## config.mk

```make
export PLATFORM = sky130hd
export DESIGN_NAME = sacm_ref_lane
export DESIGN_NICKNAME = d
export VERILOG_FILES = /design/src/rtl/sacm_pkg.sv /design/src/rtl/sacm_ref_lane.sv
export SDC_FILE = /design/constraint.sdc
export NUM_CORES = 2
export LEC_CHECK = 0
export BUFFER_PORTS_ARGS = -buffer_cell sky130_fd_sc_hd__clkbuf_2
export CAP_MARGIN = 20
export CORE_UTILIZATION = 30
export CTS_CLUSTER_DIAMETER = 200
export DETAILED_ROUTE_END_ITERATION = 10
export GPL_TIMING_DRIVEN = 0
export PLACE_DENSITY = 0.54
export RECOVER_POWER = 25
export SYNTH_ARGS = -nofsm -noshare
export SYNTH_HDL_FRONTEND = slang
export SYNTH_SLANG_ARGS = --single-unit
```

## constraint.sdc

```tcl
create_clock -name clk_i -period 6 [get_ports clk_i]
set_input_delay 1.2 -clock clk_i [delete_from_list [all_inputs] [get_ports clk_i]]
set_output_delay 1.2 -clock clk_i [all_outputs]
set_load 0.005 [all_outputs]
```

## src/rtl/sacm_pkg.sv

```systemverilog
// sacm_pkg: shared constants and types for the spectral-angle color matcher.
// Used by sacm_ref_lane, sacm_flow and spectral_angle_color_match_core.
// No dependencies.
package sacm_pkg;

  // default channel width and number of reference colors
  localparam int unsigned CHANNEL_BITS_DEF = 8;
  localparam int unsigned NUM_REFS         = 2;
  localparam int unsigned REF_IDX_W        = $clog2(NUM_REFS);

  // register map: four registers per reference
  localparam int unsigned FIELD_W   = 2;
  localparam int unsigned CFG_IDX_W = REF_IDX_W + FIELD_W;

  typedef enum logic [FIELD_W-1:0] {
    FLD_COLOR = 2'd0,
    FLD_TOL   = 2'd1,
    FLD_COS   = 2'd2,
    FLD_EN    = 2'd3
  } reg_field_e;

  // squared cosine is Q1.16: one integer bit so that 1.0 fits
  localparam int unsigned COS_FRAC = 16;
  localparam int unsigned COS_W    = COS_FRAC + 1;

  // register stages inside one reference lane
  localparam int unsigned LANE_STAGES = 6;

  // reset contents of the reference registers
  localparam int unsigned REF_COLOR_RST [NUM_REFS] = '{32'd6571592, 32'd1251094};
  localparam int unsigned REF_TOL_RST   [NUM_REFS] = '{32'd30, 32'd50};
  localparam int unsigned REF_COS_RST   [NUM_REFS] = '{32'd64883, 32'd65536};
  localparam bit          REF_EN_RST    [NUM_REFS] = '{1'b1, 1'b0};

endpackage

```

## src/rtl/sacm_ref_lane.sv

```systemverilog
// sacm_ref_lane: registers of one reference color and the six-stage pipeline
// that runs the angle and box tests of a pixel against it. Uses sacm_pkg.
module sacm_ref_lane #(
  parameter int unsigned CHANNEL_BITS = sacm_pkg::CHANNEL_BITS_DEF,
  parameter int unsigned CFG_DW       = 24,
  parameter int unsigned LANE_ID      = 0
) (
  input  logic                              clk_i,
  input  logic                              rst_ni,
  input  logic                              cfg_we_i,
  input  logic [sacm_pkg::CFG_IDX_W-1:0]    cfg_idx_i,
  input  logic [CFG_DW-1:0]                 cfg_data_i,
  input  logic [sacm_pkg::LANE_STAGES-1:0]  en_i,
  input  logic [CHANNEL_BITS-1:0]           pix_i [3],
  output logic                              match_o
);

  localparam int unsigned CB  = CHANNEL_BITS;
  localparam int unsigned CW  = 3 * CB;
  localparam int unsigned PW  = 2 * CB;                  // one product
  localparam int unsigned SW  = PW + 2;                  // sum of three
  localparam int unsigned QW  = 2 * SW;                  // square of a sum
  localparam int unsigned HW  = SW + sacm_pkg::COS_W;    // half product times cos
  localparam int unsigned RW  = QW + sacm_pkg::COS_W;    // right-hand side

  // ---------------- reference registers ----------------
  logic [CW-1:0]                 color_q;
  logic [CB-1:0]                 tol_q;
  logic [sacm_pkg::COS_W-1:0]    cos_q;
  logic                          en_q;
  logic                          sel;
  sacm_pkg::reg_field_e          fld;

  assign sel = cfg_we_i && (cfg_idx_i[sacm_pkg::CFG_IDX_W-1 -: sacm_pkg::REF_IDX_W] ==
                            sacm_pkg::REF_IDX_W'(LANE_ID));
  assign fld = sacm_pkg::reg_field_e'(cfg_idx_i[sacm_pkg::FIELD_W-1:0]);

  always_ff @(posedge clk_i or negedge rst_ni) begin
    if (!rst_ni) begin
      color_q <= CW'(sacm_pkg::REF_COLOR_RST[LANE_ID]);
      tol_q   <= CB'(sacm_pkg::REF_TOL_RST[LANE_ID]);
      cos_q   <= sacm_pkg::COS_W'(sacm_pkg::REF_COS_RST[LANE_ID]);
      en_q    <= sacm_pkg::REF_EN_RST[LANE_ID];
    end else if (sel) begin
      case (fld)
        sacm_pkg::FLD_COLOR: color_q <= cfg_data_i[CW-1:0];
        sacm_pkg::FLD_TOL:   tol_q   <= cfg_data_i[CB-1:0];
        sacm_pkg::FLD_COS:   cos_q   <= cfg_data_i[sacm_pkg::COS_W-1:0];
        sacm_pkg::FLD_EN:    en_q    <= cfg_data_i[0];
        default: ;
      endcase
    end
  end

  logic [CB-1:0] ref_ch [3];
  assign ref_ch[0] = color_q[3*CB-1 -: CB];
  assign ref_ch[1] = color_q[2*CB-1 -: CB];
  assign ref_ch[2] = color_q[CB-1:0];

  // ---------------- stage 1: products and channel distances ----------------
  logic [PW-1:0] dot_term_q [3];
  logic [PW-1:0] tsq_q      [3];
  logic [PW-1:0] rsq_q      [3];
  logic [CB-1:0] absd_q     [3];
  logic [CB:0]   diff       [3];

  always_comb begin
    for (int k = 0; k < 3; k++) begin
      diff[k] = {1'b0, pix_i[k]} - {1'b0, ref_ch[k]};
    end
  end

  always_ff @(posedge clk_i) begin
    if (en_i[0]) begin
      for (int k = 0; k < 3; k++) begin
        dot_term_q[k] <= PW'(pix_i[k]) * PW'(ref_ch[k]);
        tsq_q[k]      <= PW'(pix_i[k]) * PW'(pix_i[k]);
        rsq_q[k]      <= PW'(ref_ch[k]) * PW'(ref_ch[k]);
        absd_q[k]     <= diff[k][CB] ? CB'(-diff[k]) : diff[k][CB-1:0];
      end
    end
  end

  // ---------------- stage 2: sums, zero-norm and box tests ----------------
  logic [SW-1:0] dot_q, nt_q, nr_q;
  logic [SW-1:0] nt_sum, nr_sum;
  logic          zero2_q, box2_q;

  assign nt_sum = SW'(tsq_q[0]) + SW'(tsq_q[1]) + SW'(tsq_q[2]);
  assign nr_sum = SW'(rsq_q[0]) + SW'(rsq_q[1]) + SW'(rsq_q[2]);

  always_ff @(posedge clk_i) begin
    if (en_i[1]) begin
      dot_q   <= SW'(dot_term_q[0]) + SW'(dot_term_q[1]) + SW'(dot_term_q[2]);
      nt_q    <= nt_sum;
      nr_q    <= nr_sum;
      zero2_q <= (nt_sum == '0) || (nr_sum == '0);
      // strict box: |pixel - ref| < tolerance on every channel
      box2_q  <= (absd_q[0] < tol_q) && (absd_q[1] < tol_q) && (absd_q[2] < tol_q);
    end
  end

  // ---------------- stage 3: dot squared, norm product ----------------
  logic [QW-1:0] dsq3_q, nn_q;
  logic          zero3_q, box3_q;

  always_ff @(posedge clk_i) begin
    if (en_i[2]) begin
      dsq3_q  <= QW'(dot_q) * QW'(dot_q);
      nn_q    <= QW'(nt_q) * QW'(nr_q);
      zero3_q <= zero2_q;
      box3_q  <= box2_q;
    end
  end

  // ---------------- stage 4: norm product times cos^2, two halves ----------------
  logic [QW-1:0] dsq4_q;
  logic [HW-1:0] phi_q, plo_q;
  logic          zero4_q, box4_q;

  always_ff @(posedge clk_i) begin
    if (en_i[3]) begin
      dsq4_q  <= dsq3_q;
      phi_q   <= HW'(nn_q[QW-1:SW]) * HW'(cos_q);
      plo_q   <= HW'(nn_q[SW-1:0]) * HW'(cos_q);
      zero4_q <= zero3_q;
      box4_q  <= box3_q;
    end
  end

  // ---------------- stage 5: join the halves ----------------
  logic [QW-1:0] dsq5_q;
  logic [RW-1:0] right_q;
  logic          zero5_q, box5_q;

  always_ff @(posedge clk_i) begin
    if (en_i[4]) begin
      dsq5_q  <= dsq4_q;
      right_q <= (RW'(phi_q) << SW) + RW'(plo_q);
      zero5_q <= zero4_q;
      box5_q  <= box4_q;
    end
  end

  // ---------------- stage 6: angle compare and final match ----------------
  logic [RW-1:0] left;
  logic          match_q;

  assign left = {1'b0, dsq5_q, {sacm_pkg::COS_FRAC{1'b0}}};

  always_ff @(posedge clk_i) begin
    if (en_i[5]) begin
      match_q <= en_q && box5_q && (zero5_q || (left > right_q));
    end
  end

  assign match_o = match_q;

endmodule

```

# Word-level counts from Yosys, hierarchy flattened
# Memory sizes are Yosys's and may differ from the RTL's.
# Index checks and enable logic that the tools add are counted.
word_totals:
  regBits: 380
  latch_bits: 0
  mem_bits_rw: 168
  romBits: 0
  inputBits: 60
  output_inout_bits: 1
  wordCells: 80
  n_memories: 4
mem_list:
  columns: ["memory", "depth", "width", "read_ports", "rd_ports_with_merged_regs", "wr", "line_no", "source"]
  rows:
  - ["dot_term_q", 3, 16, 3, 0, 3, "sacm_ref_lane.sv:61", "logic [PW-1:0] dot_term_q [3];"]
  - ["rsq_q", 3, 16, 3, 0, 3, "sacm_ref_lane.sv:63", "logic [PW-1:0] rsq_q [3];"]
  - ["tsq_q", 3, 16, 3, 0, 3, "sacm_ref_lane.sv:62", "logic [PW-1:0] tsq_q [3];"]
  - ["absd_q", 3, 8, 3, 0, 3, "sacm_ref_lane.sv:64", "logic [CB-1:0] absd_q [3];"]
op_classes:
  add_sub_neg: 13
  multipliers: 13
  div_mod_pow: 0
  n_lt_le_gt_ge: 4
  eq_ne: 3
  n_shift: 0
  mux: 5
  bitwise_logic: 1
  reduce_logical: 14
op_table:
  columns: ["operator", "count"]
  rows:
  - ["multiplier 8 x 8 -> 16 bit", 9]
  - ["multiplier 18 x 18 -> 36 bit", 2]
  - ["multiplier 18 x 17 -> 35 bit", 2]
  - ["adder 17 x 16 -> 18 bit", 3]
  - ["adder 53 x 35 -> 53 bit", 1]
  - ["> comparator 52 x 53 -> 1 bit", 1]
  - ["adder 16 x 16 -> 17 bit", 3]
  - ["logical NOT 18 bit", 2]
  - ["subtractor 8 x 8 -> 9 bit", 3]
  - ["less-than comparator 8 bit", 3]
  - ["2-to-1 mux 8 bit", 3]
  - ["negation 8 bit", 3]
  - ["AND reduction 2 bit", 4]
  - ["logical AND 1 bit", 5]
  - ["== test 2 bit, second input constant", 2]
  - ["== test 2 x 1 -> 1 bit, second input constant", 1]
  - ["logical NOT 2 bit", 1]
  - ["logical OR 1 bit", 2]
  - ["2-to-1 mux 1 bit", 2]
  - ["inverter 1 bit", 1]

# Logic depth before layout (Yosys ltp)
# An unclocked memory read counts as a cell.
depth:
  depth_word: 5
  mapped_depth: 26
  mapped_depth_nobuf: 24

# Least setup slack after synthesis
# No wires, ideal clock.
synth_path:
  kind: "register -> register"
  from: "register cos_q[4] (netlist bit)"
  to: "register phi_q[29] (data pin)"
  arrival_ps: 6133
  setup_slack_ps: -392
  path_stages_with_launch: 23
  synth_period_minus_slack_ps: 6392
  path_cell_list: "dfstp_2 clkbuf_1 clkbuf_1 nand2_1 fa_1 fa_1 fa_1 fa_1 inv_1 fa_1 inv_1 fa_1 inv_1 ha_1 a21o_1 a21oi_1 nor2_1 a211oi_1 a21oi_1 a311o_1 o41a_1 a21oi_1 xnor2_1"
synth_via:
  elab_chain_len: 1
synth_rtl:
  columns: ["element", "line_no", "source"]
  rows:
  - ["start, declared", "sacm_ref_lane.sv:29", "logic [sacm_pkg::COS_W-1:0] cos_q;"]
  - ["start signal, assigned", "sacm_ref_lane.sv:42", "cos_q <= sacm_pkg::COS_W'(sacm_pkg::REF_COS_RST[LANE_ID]);"]
  - ["start signal, assigned", "sacm_ref_lane.sv:48", "sacm_pkg::FLD_COS: cos_q <= cfg_data_i[sacm_pkg::COS_W-1:0];"]
  - ["multiplier 18 x 17 -> 35 bit", "sacm_ref_lane.sv:124", "phi_q <= HW'(nn_q[QW-1:SW]) * HW'(cos_q);"]
  - ["end signal, assigned", "sacm_ref_lane.sv:124", null]
  - ["end, declared", "sacm_ref_lane.sv:118", "logic [HW-1:0] phi_q, plo_q;"]
# Every way passes these cells.
# A chain may end at the register's enable or synchronous reset.

# Final worst setup path
layout_path:
  from: "register nt_q[7]"
  to: "register nn_q[35] (data pin)"
layout_via:
  elab_chain_len: 1
layout_rtl:
  columns: ["element", "line_no", "source"]
  rows:
  - ["start, declared", "sacm_ref_lane.sv:85", "logic [SW-1:0] dot_q, nt_q, nr_q;"]
  - ["start signal, assigned", "sacm_ref_lane.sv:95", "nt_q <= nt_sum;"]
  - ["multiplier 18 x 18 -> 36 bit", "sacm_ref_lane.sv:110", "nn_q <= QW'(nt_q) * QW'(nr_q);"]
  - ["end signal, assigned", "sacm_ref_lane.sv:110", null]
  - ["end, declared", "sacm_ref_lane.sv:104", "logic [QW-1:0] dsq3_q, nn_q;"]
# Every way passes these cells.

==> results.json <==
{
  "maxCapViolCount": 3,
  "dp_hpwl_mm": 171.8,
  "criticalPathCategory": "reg -> reg",
  "cts_root_buf": "clkbuf_16",
  "multi_input_area_um2": 56780,
  "layout_common_cells": "inv_1, fa_1, nand2_1",
  "rsz0062_at_grt": "yes",
  "rr_startpoint": "nt_q[7]",
  "grt_pass1_wl_mm": 337.7,
  "clk_pin_slew_worst_paths_ns": 0.06,
  "postRouteAntennaNets": 0,
  "synth-main-ff-cell": "edfxtp_1",
  "cpLargestDelayFamily": "adder cells",
  "fin_area_um2": 90240,
  "skew_ns": 0.03284,
  "outcome": "finished, violations left",
  "synth-seq-cells": 539,
  "period_needed_ns": 6.441,
  "ctsHoldBuffers": 0,
  "yosys.area_share.simple_pct": 12.92,
  "htree_levels": 2,
  "clk_path_buf_depth": 3,
  "synth.top_cell.area_share_pct": 32.50,
  "drive_gt1_share_pct": 12.99,
  "tightest_slew_ns": 4.346,
  "dr.pass1.iters": 5,
  "crit_top_cell": "fa_1",
  "critPathBufInv": 6,
  "die_area_um2": 261400,
  "hp-class": "reg -> reg",
  "drt-initial-drc-count": 3110,
  "synthCells": 7818,
  "fin_crit_sh_pct": 107.4,
  "core-area_um2": 257400,
  "slew_headroom_pct": -189.7,
  "final_nets": 10434,
  "num_io_pins": 61,
  "grt_pass1_vias": 58399,
  "ys.warnings.count": 0,
  "slowest_stage": "fa_2",
  "cp.required_ns": 6.45,
  "clock_latency_ns": 0.70,
  "yosysTopAreaCell": "fa_1",
  "synth_compound_area_share_pct": 5.807,
  "final-hold-violation-count": 0,
  "critPathCaptureType": "flop",
  "cts_buffers": 60,
  "ys_top_cells_by_area": "fa_1, edfxtp_1, ha_1",
  "wl_mm": 216.9,
  "grt_max_degree": 108,
  "setup_viol": 55,
  "violations": "capacitance limit, slew limit, setup timing",
  "synth-edff-count": 489,
  "cp_slowest_stage_delay_ns": 0.56,
  "drc": 0,
  "synthArstFlopShare_pct": 9.276,
  "ff_latch_area_um2": 16000,
  "setup_slack_ns": -0.4412,
  "fp.dieH_um": 511.3,
  "syn2layout_area_growth_pct": 15.99,
  "maxSlewViolCount": 169,
  "clock_sinks": 539,
  "cts_tree": "done",
  "final_common_cell": "inv_1",
  "syn_area_um2": 77800,
  "routedWlPerCell_um": 18.60,
  "via_per_inst": 4.707,
  "vias": 54892,
  "fp.dieW_um": 511.3,
  "worstSetupStartpoint": "nt_q[7]",
  "worst_hold_startpoint": "plo_q[9]",
  "fmax_mhz": 155.3,
  "grt-ovfl-total": 0,
  "fillCellCount": 25968,
  "arrival_ns": 6.89,
  "antenna_found_initial": 24,
  "synth_top_family_by_area": "adder cells",
  "avgSynthCellArea_um2": 9.952,
  "synth_adder_area_share_pct": 46.89,
  "path_cells": "buf_6, and2_4, fa_1, inv_2, fa_2, fa_1, inv_1, fa_2, fa_1, inv_2, fa_1, inv_2, ha_4, a2111o_1, o221ai_2, a21oi_2, buf_6, o211ai_1, a21boi_1, o21ai_1, a31oi_1, xnor2_1",
  "gp_congestion": 0.9004,
  "placed_area_um2": 82640,
  "grt_usage_pct": 16.70,
  "startpoint_type": "flop",
  "rows": 186,
  "port_buffers": 60,
  "yosys-mux-area-fraction_pct": 0.4712,
  "ys_seq_area_share_pct": 20.52,
  "yosys.area_share.xor_xnor_pct": 4.041,
  "initial_core_util_pct": 30.23,
  "ys_types": 78,
  "path_max_fanout": 4
}
==> kinds of logic (layout without fill, tap and decap cells) <==
logic type / after synthesis / count (layout)
adders and majority gates: 2158 / 2158
xor gates and xnor gates: 359 / 359
other: 1 / 16
and+or+nand+nor: 2102 / 2102
DFF: 539 / 539
buffers and inverters: 1936 / 2381
muxes: 33 / 33
AOI/OAI and AO/OA: 690 / 690
==> cells in the mapped netlist (all sizes together), types with 5 or more instances <==
cell type  instances
o2111ai           17
a31oi              8
or4                5
or3               13
nor2b             59
or2               14
a21o             109
ha               895
mux2              29
a221oi             7
o211ai            11
and2             591
o21a              39
a211oi            16
a21oi            217
dfrtp             25
a2111o             6
edfxtp           489
xnor2            285
a41oi              5
o31ai             13
xor2              74
o41a              13
o21bai            39
nor3              38
nor4              11
nand2b            27
nand3             61
o221ai             5
clkinv             9
clkbuf           233
and3              26
nor2             301
a21boi            18
a31o               5
o21ai            124
nand2            913
nand4             19
fa              1263
nand3b             8
inv             1693
dfstp             25
o22ai              5
==> path summary, 6_finish.rpt <==
check / to / slack (ns) / depth (start not counted)
worst max-delay path: nn_q[35] / -0.44 / 22
worst min-delay path: right_q[9] / 0.41 / 0
worst max register to register: nn_q[35] / -0.44 / 22
min in group asynchronous: color_q[20] / 1.57 / 1
max in group asynchronous: cos_q[3] / 1.92 / 1
worst min register to register: right_q[9] / 0.41 / 0
==> metal layers <==
metal / wire (um) / track usage [%]
met4: 7906 / 5.504
met5: 105 / 0
met1: 94790 / 22.10
met2: 102500 / 27.82
met3: 11650 / 2.519
==> final cells by class <==
type                            count  area share [%]
Antenna cell                       10         0.02773
Buffer                            199           1.924
Clock buffer                       65           1.708
Clock inverter                     49          0.5144
Inverter                         1702           7.103
Multi-Input combinational cell   5348           62.92
Sequential cell                   539           17.73
Tap cell                         3384           4.692
Timing Repair Buffer              366           3.376
==> through the flow <==
stage	instances	hold WS, ns	setup slack, ns	util [%]	TNS, ns
CTS	11600	0.4134	-0.4749	34.64	-12.37
floorplan	7823	0.4003	-0.008482	-	-0.008482
global route	11656	0.4184	-0.6117	35.05	-23.55
detailed placement	11275	0.4045	-1.645	32.11	-88.97
finish	11662	0.4128	-0.4412	35.06	-12.13
global placement	11267	0.4031	-1.674	32.05	-89.66
==> state kept, by name, indices dropped and copies added, names as in the netlist, 24 cells and up <==
| register | count |
|---|---|
| right_q | 53 |
| dsq3_q | 35 |
| phi_q | 35 |
| nn_q | 36 |
| color_q | 24 |
| absd_q | 24 |
| tsq_q | 45 |
| dsq4_q | 35 |
| dot_term_q | 48 |
| dsq5_q | 35 |
| plo_q | 35 |
| rsq_q | 45 |
==> timing repair <==
action	4_1_cts	5_1_grt
buffers inserted	246	66
hold endpoints to repair	0	0
gates resized for setup	665	231
setup endpoints to repair	86	74
gates cloned	2	0
pin swaps	289	192
Power is left out: the tool's default activity adds up to more than one toggle a clock period on the data nets, which glitch-free logic cannot reach.
