$ cat src/rtl/sacm_pkg.sv
// sacm_pkg: shared constants and types for the spectral-angle color matcher.
// Used by sacm_ref_lane, sacm_flow and spectral_angle_color_match_core.
// No dependencies.
package sacm_pkg;

  // default channel width and number of reference colors
  localparam int unsigned CHANNEL_BITS_DEF = 8;
  localparam int unsigned NUM_REFS         = 2;
  localparam int unsigned REF_IDX_W        = $clog2(NUM_REFS);

  // register map: four registers per reference
  localparam int unsigned FIELD_W   = 2;
  localparam int unsigned CFG_IDX_W = REF_IDX_W + FIELD_W;

  typedef enum logic [FIELD_W-1:0] {
    FLD_COLOR = 2'd0,
    FLD_TOL   = 2'd1,
    FLD_COS   = 2'd2,
    FLD_EN    = 2'd3
  } reg_field_e;

  // squared cosine is Q1.16: one integer bit so that 1.0 fits
  localparam int unsigned COS_FRAC = 16;
  localparam int unsigned COS_W    = COS_FRAC + 1;

  // register stages inside one reference lane
  localparam int unsigned LANE_STAGES = 6;

  // reset contents of the reference registers
  localparam int unsigned REF_COLOR_RST [NUM_REFS] = '{32'd6571592, 32'd1251094};
  localparam int unsigned REF_TOL_RST   [NUM_REFS] = '{32'd30, 32'd50};
  localparam int unsigned REF_COS_RST   [NUM_REFS] = '{32'd64883, 32'd65536};
  localparam bit          REF_EN_RST    [NUM_REFS] = '{1'b1, 1'b0};

endpackage

$ cat src/rtl/sacm_flow.sv
// sacm_flow: valid/motion bits that travel beside the lane pipeline, the
// per-stage advance enables and the output register. Uses sacm_pkg.
module sacm_flow (
  input  logic                              clk_i,
  input  logic                              rst_ni,
  input  logic                              in_valid_i,
  input  logic                              moving_i,
  input  logic                              out_stall_i,
  input  logic [sacm_pkg::NUM_REFS-1:0]     match_i,
  output logic [sacm_pkg::LANE_STAGES-1:0]  en_o,
  output logic [sacm_pkg::LANE_STAGES-1:0]  pipe_vld_o,
  output logic                              in_stall_o,
  output logic                              out_valid_o,
  output logic                              detected_o
);

  localparam int unsigned S = sacm_pkg::LANE_STAGES;

  logic [S-1:0] vld_q, mov_q, en;
  logic         out_en;
  logic         out_vld_q, det_q;

  // a stage advances when it is empty or the stage after it advances
  always_comb begin
    out_en   = !out_vld_q || !out_stall_i;
    en[S-1]  = !vld_q[S-1] || out_en;
    for (int k = S - 2; k >= 0; k--) begin
      en[k] = !vld_q[k] || en[k+1];
    end
  end

  always_ff @(posedge clk_i or negedge rst_ni) begin
    if (!rst_ni) begin
      vld_q     <= '0;
      out_vld_q <= 1'b0;
    end else begin
      if (en[0]) begin
        vld_q[0] <= in_valid_i;
      end
      for (int k = 1; k < S; k++) begin
        if (en[k]) begin
          vld_q[k] <= vld_q[k-1];
        end
      end
      if (out_en) begin
        out_vld_q <= vld_q[S-1];
      end
    end
  end

  always_ff @(posedge clk_i) begin
    if (en[0]) begin
      mov_q[0] <= moving_i;
    end
    for (int k = 1; k < S; k++) begin
      if (en[k]) begin
        mov_q[k] <= mov_q[k-1];
      end
    end
    if (out_en) begin
      det_q <= mov_q[S-1] && (|match_i);
    end
  end

  assign en_o        = en;
  assign pipe_vld_o  = vld_q;
  assign in_stall_o  = !en[0];
  assign out_valid_o = out_vld_q;
  assign detected_o  = det_q;

endmodule

$ cat config.mk
export PLATFORM = sky130hd
export DESIGN_NAME = sacm_flow
export DESIGN_NICKNAME = d
export VERILOG_FILES = /design/src/rtl/sacm_pkg.sv /design/src/rtl/sacm_flow.sv
export SDC_FILE = /design/constraint.sdc
export NUM_CORES = 1
export LEC_CHECK = 0
export ABC_CLOCK_PERIOD_IN_PS = 1860
export BUFFER_PORTS_ARGS = -buffer_cell sky130_fd_sc_hd__buf_4
export CORE_AREA = 10 10 47 49
export CTS_BUF_LIST = sky130_fd_sc_hd__clkbuf_4 sky130_fd_sc_hd__clkbuf_8
export CTS_CLUSTER_SIZE = 10
export DETAILED_ROUTE_END_ITERATION = 10
export DIE_AREA = 0 0 57 59
export GPL_TIMING_DRIVEN = 1
export PLACE_DENSITY = 0.72
export SLEW_MARGIN = 0
export SYNTH_ARGS = -nofsm -noshare
export SYNTH_HDL_FRONTEND = slang
export SYNTH_SLANG_ARGS = --single-unit
$ cat constraint.sdc
create_clock -name clk_i -period 1.86 [get_ports clk_i]
set_input_delay 0.279 -clock clk_i [delete_from_list [all_inputs] [get_ports clk_i]]
set_output_delay 0.279 -clock clk_i [all_outputs]
set_load 0.02 [all_outputs]
=== Word-level counts from Yosys, hierarchy flattened ===
Index checks and enable logic that the tools add are counted.
W data, S select, Z words.

* Register bits: 14
* Bits in latches: 0
* Bits in writable memories: 0
* ROM bits: 0
* Input bits: 7
* Output and inout bits: 15
* Logic and storage cells: 32
* Memories: 0

* Add/subtract/negate cells: 0
* Multipliers: 0
* Divide/modulo/power cells: 0
* $lt $le $gt $ge: 0
* Equal/unequal tests: 0
* Shift-type cells: 0
* Muxes and demuxes: 0
* Bitwise operators: 0
* Reduce and logical (&&, ||, !) cells: 18

{| class="wikitable"
|+ Operator list
! cell !! count
|-
| $logic_not A1 Y1 || 9
|-
| $logic_or A1 B1 Y1 || 7
|-
| $reduce_or A2 Y1 || 1
|-
| $logic_and A1 B1 Y1 || 1
|}

=== Logic depth before layout (Yosys ltp) ===
Gate-level depths: netlist of run 1.

* Word-level depth: 9
* Depth in mapped cells: 4
* Gate-level depth less buffers: 3

=== Worst setup path after synthesis of run 1 ===
OpenSTA, ideal clock, no wires.

* Path type: reg-to-reg
* Start point: register out_vld_q, in the netlist out_valid_o
* End point: register mov_q[0] (enable)
* Library setup time: 280 ps
* Arrival time: 1,182 ps
* Setup slack: 398 ps
* Stages on the path, launching flop included: 5
* Buffers on the path: 1
* Cells stage by stage: dfrtp_1 and4_1 buf_6 inv_4 or2_1

* Longest elaborated chain between the ends: 8

{| class="wikitable"
|+ RTL lines
! what !! RTL line !! text
|-
| from (decl) || sacm_flow.sv:21 || <nowiki>logic out_vld_q, det_q;</nowiki>
|-
| from (signal assigned) || sacm_flow.sv:46 || <nowiki>out_vld_q <= vld_q[S-1];</nowiki>
|-
| $logic_not A1 Y1 || sacm_flow.sv:25 || <nowiki>out_en = !out_vld_q || !out_stall_i;</nowiki>
|-
| $logic_or A1 B1 Y1 || sacm_flow.sv:25 ||
|-
| $logic_or A1 B1 Y1 || sacm_flow.sv:26 || <nowiki>en[S-1] = !vld_q[S-1] || out_en;</nowiki>
|-
| $logic_or A1 B1 Y1 || sacm_flow.sv:28 || <nowiki>en[k] = !vld_q[k] || en[k+1];</nowiki>
|-
| net en_o (one bit) || sacm_flow.sv:10 || <nowiki>output logic [sacm_pkg::LANE_STAGES-1:0] en_o,</nowiki>
|-
| $logic_or A1 B1 Y1 (4 in a row) || sacm_flow.sv:28 ||
|-
| net en_o (one bit) || sacm_flow.sv:10 ||
|-
| to (signal assigned) || sacm_flow.sv:53 || <nowiki>mov_q[0] <= moving_i;</nowiki>
|-
| to (signal, indexed assignment) || sacm_flow.sv:57 || <nowiki>mov_q[k] <= mov_q[k-1];</nowiki>
|-
| to (decl) || sacm_flow.sv:19 || <nowiki>logic [S-1:0] vld_q, mov_q, en;</nowiki>
|}

The timed path passes the listed nets, and every way through them passes these cells.
A chain may end at the register's enable or synchronous reset.

=== Worst setup path in the final report of run 1 ===
* Start point: register out_vld_q, in the netlist out_valid_o
* End point: output port en_o[0] in the netlist's numbering

* Longest elaborated chain between the ends: 8

{| class="wikitable"
|+ RTL lines
! what !! RTL line
|-
| $logic_not A1 Y1 || sacm_flow.sv:25
|-
| $logic_or A1 B1 Y1 || sacm_flow.sv:25
|-
| $logic_or A1 B1 Y1 || sacm_flow.sv:26
|-
| $logic_or A1 B1 Y1 (5 in a row) || sacm_flow.sv:28
|-
| to (decl) || sacm_flow.sv:10
|}

Every way passes these cells.

==> impl_metrics.py, run 1 <==
metrics = {
    "outcome": {
        "status": "completed",
    },
    "critical_path": {
        "critPathLaunch": "out_valid_o",
        "r2r-start": "out_valid_o",
        "cp-end-kind": "primary output",
        "critPathMaxFanout": 7,
        "arrival_ns": 1.44,
        "critPathKind": "flop to primary output",
        "crit_required_ns": 1.58,
        "slowest_stage": "dfrtp_1",
        "startpoint_type": "flop",
        "crit_chain": "and4_4, inv_4, or2_1, buf_4",
        "cpPeakStageDelay_ns": 0.39,
    },
    "synthesis": {
        "ys_seq_elements": 14,
        "yosysUniqueCellTypes": 17,
        "syn_inst": 34,
        "ys_warn_count": 0,
        "syn_area_um2": 515,
        "avgSynthCellArea_um2": 15.2,
        "yosysSeqAreaShare_pct": 74.8,
        "syn_nets": 41,
    },
    "routing": {
        "wl_um": 1130,
        "dr.pass1.iters": 3,
        "detail-route-antenna-nets": 0,
        "routedWlPerCell_um": 15.2,
        "drtIter0Drc": 6,
        "vias_per_cell": 4.95,
        "vias": 366,
        "drcViolationCount": 0,
    },
    "die": {
        "core-area_mm2": 0.00140,
        "chipWidth_um": 57,
        "ios": 22,
        "placementRows": 14,
        "start_util_pct": 36.8,
        "dieArea_mm2": 0.00336,
        "die_h_um": 59,
    },
    "place": {
        "gp_congestion": 0.685,
        "pre_cts_slack_ns": 0.333,
        "portBuffers": 21,
        "dpl_cell_area_um2": 678,
        "dp_hpwl_um": 900,
    },
    "timing": {
        "fin_tns_setup_ns": 0,
        "rsz0062_at_grt": "false",
        "tightest_slew_ns": 0.252,
        "fin_ws_ns": 0.141,
        "setup_viol": 0,
        "relSlewSlack_pct": 83.2,
        "finalCritPeriodShare_pct": 92.4,
        "clock_skew_ns": 0.00391,
        "final_hold_viol_count": 0,
        "drv_slew": 0,
        "finalCriticalPeriod_ns": 1.72,
        "max_freq_ghz": 0.582,
    },
    "final_layout": {
        "final_cell_mix": "21 x buf_4, 7 x edfxtp_1, 7 x dfrtp_1",
        "drive_gt1_share_pct": 46.6,
        "design_area_um2": 717,
        "fill_cells": 143,
        "fin_util_pct": 51.2,
        "antenna_cells": 0,
        "area_delta_synth_final_pct": 39.1,
        "final_common_cell": "buf_4",
        "finalNetCount": 66,
    },
    "clock_tree": {
        "clock_path_buffers": 2,
        "cts_tree": "done",
        "clk_pin_slew_ns": 0.08,
        "cts_root_buf": "clkbuf_4",
        "cts.sinks": 14,
        "cts_max_level": 1,
        "clk_latency_ns": 0.27,
        "cts_setup_buffers": 0,
        "numCtsBuffers": 3,
    },
    "worst_hold_path": {
        "hold_class": "primary input to flop",
        "hold_start": "moving_i",
    },
    "global_routing": {
        "grtUsageTotal_pct": 7.12,
        "grt_pass1_vias": 410,
        "grt_pass1_wl_um": 1870,
        "grt_max_degree": 10,
        "grt_overflow": 0,
        "antenna_found_initial": 0,
    },
    "run": {
        "cap_viol_max_count": 0,
    },
    "pwr": {
        "power.density_mw_per_mm2": 1130,
        "leakage_nw": 0.308,
        "ir_drop_v": 0.000492,
    },
}
[kinds of logic (layout without fill, tap and decap cells)]
family | Yosys count | in the layout | synth area share, %
AND/OR/NAND/NOR | 12 | 12 | 13.1
buffers and inverters | 3 | 27 | 4.13
AO/OA/AOI/OAI | 5 | 5 | 8.01
flip-flops | 14 | 14 | 74.8
[per-layer routing]
metal	global-route usage (%)	wire (µm)	vias to the layer above
met5	0	0	-
met4	5.03	16	0
met3	4.72	147	4
met2	9.46	460	22
met1	7.96	503	167
li1	-	-	173
[cell usage after synthesis]
cell type / instances / share of area (%)
o21a_1: 1 / 1.5
nand2_1: 2 / 1.5
and4_1: 1 / 1.7
a41o_1: 1 / 1.9
edfxtp_1: 7 / 41
inv_4: 1 / 1.2
nand4_1: 2 / 2.4
a31o_2: 1 / 1.7
nand2b_1: 3 / 3.6
buf_1: 1 / 0.73
or2_1: 1 / 1.2
o21bai_1: 1 / 1.5
dfrtp_1: 7 / 34
nand3_1: 2 / 1.9
nor2_1: 1 / 0.73
a21o_1: 1 / 1.5
buf_6: 1 / 2.2
[flip-flops by register name, indices dropped and copies added (netlist names)]
register and flops:
detected_o 1, mov_q 6, out_valid_o 1, pipe_vld_o 6
[critical path: cells and delay by family, from the launching register on]
| family | cells | cell delay, ns |
|---|---|---|
| simple gates | 2 | 0.55 |
| flops | 1 | 0.39 |
| buf+inv | 2 | 0.22 |
[final timing paths]
| path | slack [ns] | depth (start not counted) | to |
|---|---|---|---|
| setup / recovery | 0.14 | 4 | en_o[0] |
| hold / removal | 0.17 | 1 | mov_q[0] |
| setup reg to reg | 0.63 | 3 | mov_q[0] |
| hold reg to reg | 0.42 | 0 | mov_q[2] |
| max in group asynchronous | 1.39 | 2 | pipe_vld_o[3] |
| min in group asynchronous | 0.35 | 2 | pipe_vld_o[4] |
[metrics by stage]
step	power [mW]	hold slack [ns]	cells
final	0.813	0.174	74
after global routing	0.859	0.165	74
after CTS	0.818	0.170	74
after detailed placement	0.648	0.0959	69
after global placement	0.643	0.0941	69
after floorplan	0.551	-0.0166	34
[report_power, final]
part           switching [mW]  leakage [nW]  internal [mW]
Sequential             0.0374         0.146          0.388
Clock                  0.0922        0.0154         0.0777
Combinational           0.122         0.147         0.0962
Total                   0.252         0.308          0.562
[repair_timing]
action | 4_1_cts | 5_1_grt
hold endpoints to repair | 7 | 0
gates resized for setup | 0 | 2
hold buffers | 1 | 0
setup endpoints to repair | 0 | 1
[layout make-up]
type	count	area, µm²	area share [%]
clock inverter	1	3.75	0.524
inverter	1	6.26	0.873
sequential	14	385	53.8
tap	16	20.0	2.79
multi-input combinational	17	111	15.5
clock buffer	3	22.5	3.14
timing repair buffer	22	168	23.4
No activity file was read; power rests on OpenSTA's default activity.
==> run 2: changes to the inputs <==
Settings changed: GPL_TIMING_DRIVEN 1 to 0.
==> impl_metrics.py, run 2 (synthesis gave the netlist of run 1 again) <==
metrics = {
    "outcome": {
        "status": "completed",
    },
    "final_layout": {
        "fill_cells": 142,
        "finalNetCount": 67,
        "design_area_um2": 726,
        "stdcell_count": 75,
        "antenna_cells": 0,
        "final_common_cell": "buf_4",
        "final_cell_mix": "21 x buf_4, 7 x edfxtp_1, 7 x dfrtp_1",
        "area_delta_synth_final_pct": 40.8,
        "drive_gt1_share_pct": 45.8,
    },
    "routing": {
        "wl_met2_um": 414,
        "detail-route-antenna-nets": 0,
        "top_layer_used": "met4",
        "vias_per_cell": 5.05,
        "m1WireLength_um": 439,
        "drcViolationCount": 0,
        "wl_met3_um": 213,
        "vias": 379,
        "routedWlPerCell_um": 14.3,
        "wl_um": 1070,
        "drtIter0Drc": 2,
        "dr.pass1.iters": 4,
    },
    "critical_path": {
        "crit_required_ns": 1.58,
        "arrival_ns": 1.47,
        "path_delay_family": "simple AND/OR/NAND/NOR gates",
        "rrSetupSlack_ns": 0.59,
        "critPathLaunch": "out_valid_o",
        "rr_endpoint": "mov_q[0]",
        "cpPeakStageDelay_ns": 0.39,
        "critPathMaxFanout": 7,
        "crit_chain": "and4_1, buf_6, inv_4, or2_1, buf_4",
        "startpoint_type": "flop",
        "crit_path_end": "en_o[0]",
        "critPathKind": "flop to primary output",
        "critPathBufInv": 3,
        "cp-end-kind": "primary output",
        "crit_cells": 5,
        "reg2reg_depth": 4,
        "r2r-start": "out_valid_o",
        "slowest_stage": "dfrtp_1",
    },
    "global_routing": {
        "grt_max_degree": 9,
        "grt_overflow": 0,
        "grt_pass1_wl_um": 1790,
        "antenna_found_initial": 0,
        "grt_pass1_vias": 412,
        "grtUsageTotal_pct": 6.90,
    },
    "clock_tree": {
        "cts.sinks": 14,
        "clk_latency_ns": 0.27,
        "clk_pin_slew_ns": 0.08,
        "cts_tree": "done",
        "cts_root_buf": "clkbuf_4",
        "clock_path_buffers": 2,
        "numCtsBuffers": 3,
        "cts_max_level": 1,
        "cts_setup_buffers": 0,
        "cts_resized": 0,
    },
    "pwr": {
        "power.density_mw_per_mm2": 1130,
        "ir_drop_v": 0.000558,
        "leakage_nw": 0.312,
    },
    "timing": {
        "max_freq_ghz": 0.572,
        "setup_viol": 0,
        "clock_skew_ns": 0.00114,
        "finalCritPeriodShare_pct": 94.0,
        "finalCriticalPeriod_ns": 1.75,
        "drv_slew": 0,
        "rsz0062_at_grt": "false",
        "relSlewSlack_pct": 82.0,
        "tightest_slew_ns": 0.270,
        "final_hold_viol_count": 0,
        "fin_ws_ns": 0.112,
        "fin_tns_setup_ns": 0,
        "holdWs_ns": 0.180,
    },
    "die": {
        "core-area_mm2": 0.00140,
        "dieArea_mm2": 0.00336,
        "chipWidth_um": 57,
        "ios": 22,
        "die_h_um": 59,
        "placementRows": 14,
        "start_util_pct": 36.8,
    },
    "place": {
        "portBuffers": 21,
        "gp_congestion": 0.679,
        "dp_cells": 71,
        "pre_cts_slack_ns": 0.369,
        "dp_hpwl_um": 873,
        "dpl_cell_area_um2": 693,
    },
    "run": {
        "cap_viol_max_count": 0,
    },
    "worst_hold_path": {
        "hold_class": "primary input to flop",
    },
}
-- run 2: cell count changes in the layout (fill, tap and decap cells not counted) --
cell / delta
and4_4: -1
and4_1: +1
buf_6: +1
-- run 2: repair_timing --
item                                    4_1_cts  5_1_grt
hold buffers                                  1        0
endpoints found under the hold margin         7        0
endpoints found under the setup margin        0        1
-- run 2: how the worst min path moves through the flow --
stage              from             to  slack [ns]  depth (start not counted)
3_3_place_gp     rst_ni  pipe_vld_o[0]        0.09                          1
2_1_floorplan    rst_ni    out_valid_o       -0.02                          0
3_5_place_dp     rst_ni  pipe_vld_o[0]         0.1                          1
5_1_grt        moving_i       mov_q[0]        0.16                          1
6_report       moving_i       mov_q[0]        0.18                          1
4_1_cts        moving_i       mov_q[0]        0.17                          1
-- run 2: layer usage --
metal | track usage (%) | vias up
li1 | - | 175
met1 | 6.97 | 180
met3 | 6.22 | 2
met5 | 0 | -
met4 | 5.03 | 0
met2 | 8.84 | 22
-- run 2: cell type report --
class	instances	area [µm²]	area share (%)
plain buffers	1	11.3	1.55
clock buffers	3	22.5	3.10
clock inverters	1	3.75	0.517
inverters	1	6.26	0.862
multi-input cells	17	109	15.0
flip-flops and latches	14	385	53.1
well taps	16	20.0	2.76
repair buffers	22	168	23.1
-- run 2: worst reg2reg max path: stages, from the launching register on --
cell and delay [ns]:
dfrtp_1 0.39, and4_1 0.22, buf_6 0.14, inv_4 0.05, or2_1 0.24
-- run 2: report_power, final --
part | internal, mW | switching, mW | leakage, nW
Sequential | 0.388 | 0.0373 | 0.146
Combinational | 0.100 | 0.125 | 0.151
Clock | 0.0776 | 0.0894 | 0.0154
Total | 0.566 | 0.251 | 0.312
-- run 2: per-stage QoR --
stage	util, %	power (mW)
after floorplan	-	0.551
after global placement	49.5	0.654
after detailed placement	49.5	0.661
after CTS	52.1	0.832
after global routing	51.8	0.869
final	51.8	0.817
==> run 3: changes to the inputs <==
Settings changed: PLACE_DENSITY 0.72 to 0.71, SKIP_LAST_GASP from default to 1.
==> impl_metrics.py, run 3 (synthesis gave the netlist of run 1 again) <==
metrics = {
    "routing": {
        "drcViolationCount": 0,
        "detail-route-antenna-nets": 0,
        "wl_um": 1130,
        "dr.pass1.iters": 2,
        "vias": 367,
        "routedWlPerCell_um": 15.0,
        "vias_per_cell": 4.89,
        "drtIter0Drc": 1,
    },
    "clock_tree": {
        "clk_latency_ns": 0.27,
        "numCtsBuffers": 3,
        "cts_setup_buffers": 0,
        "clock_path_buffers": 2,
        "cts_tree": "done",
        "cts_root_buf": "clkbuf_4",
        "clk_pin_slew_ns": 0.08,
        "cts_max_level": 1,
        "cts.sinks": 14,
    },
    "pwr": {
        "leakage_nw": 0.316,
        "swShare_pct": 30.1,
        "pwr-share-clk_pct": 22.6,
        "comb_power_share_pct": 26.6,
        "seq_power_share_pct": 50.8,
        "p_sw_mw": 0.252,
        "p_int_mw": 0.586,
        "ir_drop_v": 0.000455,
        "power.density_mw_per_mm2": 1150,
    },
    "timing": {
        "fin_tns_setup_ns": 0,
        "finalCritPeriodShare_pct": 93.5,
        "holdWs_ns": 0.177,
        "drv_slew": 0,
        "max_freq_ghz": 0.575,
        "rsz0062_at_grt": "false",
        "final_hold_viol_count": 0,
        "finalCriticalPeriod_ns": 1.74,
        "relSlewSlack_pct": 82.5,
        "clock_skew_ns": 0.00652,
        "tightest_slew_ns": 0.262,
        "setup_viol": 0,
    },
    "final_layout": {
        "antenna_cells": 0,
        "area_delta_synth_final_pct": 41.5,
        "drive_gt1_share_pct": 47.5,
        "final_common_cell": "buf_4",
        "final_cell_mix": "21 x buf_4, 7 x edfxtp_1, 7 x dfrtp_1",
        "finalNetCount": 67,
    },
    "place": {
        "gp_congestion": 0.677,
        "portBuffers": 21,
        "dp_hpwl_um": 841,
    },
    "critical_path": {
        "critPathBufInv": 3,
        "arrival_ns": 1.46,
        "cp-end-kind": "primary output",
        "critPathKind": "flop to primary output",
        "slowest_stage": "dfrtp_1",
        "crit_required_ns": 1.58,
        "path_delay_family": "simple AND/OR/NAND/NOR gates",
        "startpoint_type": "flop",
        "cpPeakStageDelay_ns": 0.38,
        "critPathMaxFanout": 7,
        "crit_chain": "and4_1, buf_6, inv_4, or2_1, buf_4",
    },
    "run": {
        "cap_viol_max_count": 0,
    },
    "die": {
        "dieArea_mm2": 0.00336,
        "start_util_pct": 36.8,
        "placementRows": 14,
        "chipWidth_um": 57,
        "ios": 22,
        "core-area_mm2": 0.00140,
        "die_h_um": 59,
    },
    "worst_hold_path": {
        "hold_class": "primary input to flop",
    },
    "global_routing": {
        "grt_max_degree": 9,
        "grtUsageTotal_pct": 7.30,
        "grt_overflow": 0,
        "antenna_found_initial": 0,
        "grt_pass1_wl_um": 1880,
        "grt_pass1_vias": 429,
    },
    "outcome": {
        "status": "completed",
    },
}
run 3: cell types whose count changed in the layout (fill, tap and decap cells not counted), sizes merged:
cell / previous run / this run
clkbuf: 3 / 4
clkinv: 1 / 0
run 3: final timing paths:
path	startpoint	endpoint	slack, ns	cells past startpoint
max	out_valid_o	en_o[0]	0.12	5
min	moving_i	mov_q[0]	0.18	1
max reg2reg	out_valid_o	mov_q[0]	0.60	4
min reg2reg	mov_q[0]	mov_q[1]	0.43	0
max in group asynchronous	rst_ni	pipe_vld_o[3]	1.38	2
min in group asynchronous	rst_ni	out_valid_o	0.36	2
run 3: final cells by class:
type                       instances  area, µm²
fill                             135        672
timing repair buffer              22        168
tap                               16       20.0
multi-input combinational         17        109
clock buffer                       4       30.0
sequential                        14        385
inverter                           1       6.26
buffer                             1       11.3
run 3: worst register-to-register path, delay by kind of cell (launching register included):
family | cells | cell delay [ns]
buffers and inverters | 2 | 0.18
DFF | 1 | 0.38
and+or+nand+nor | 2 | 0.46
run 3: per-stage QoR:
stage	utilization, %	cells	power [mW]	setup slack [ns]	instance area, µm²
2_1_floorplan	-	34	0.551	0.398	515
6_report	52.1	75	0.838	0.121	729
3_5_place_dp	49.5	71	0.658	0.381	693
4_1_cts	52.3	76	0.851	0.0569	733
3_3_place_gp	49.5	71	0.655	0.384	693
5_1_grt	52.1	75	0.888	0.0263	729
run 3: timing repair:
item	4_1_cts	5_1_grt
resized for setup	0	0
hold buffers	1	0
hold endpoints to repair	7	0
setup endpoints to repair	0	1
run 3: layer usage:
metal,global-route usage (%),share of wire [%],up-vias
li1,-,-,173
met1,8.10,48,170
met2,9.46,39,22
met3,4.72,12,2
met4,6.04,0.89,0
met5,0,0,-
run 3: power by group through the flow:
| stage | logic (mW) | registers, mW | clock network, mW |
|---|---|---|---|
| finish | 0.223 | 0.426 | 0.189 |
| global route | 0.240 | 0.438 | 0.209 |
| CTS | 0.239 | 0.417 | 0.194 |
| detailed placement | 0.237 | 0.422 | 0 |
| global placement | 0.234 | 0.422 | 0 |
| floorplan | 0.0998 | 0.451 | 0 |
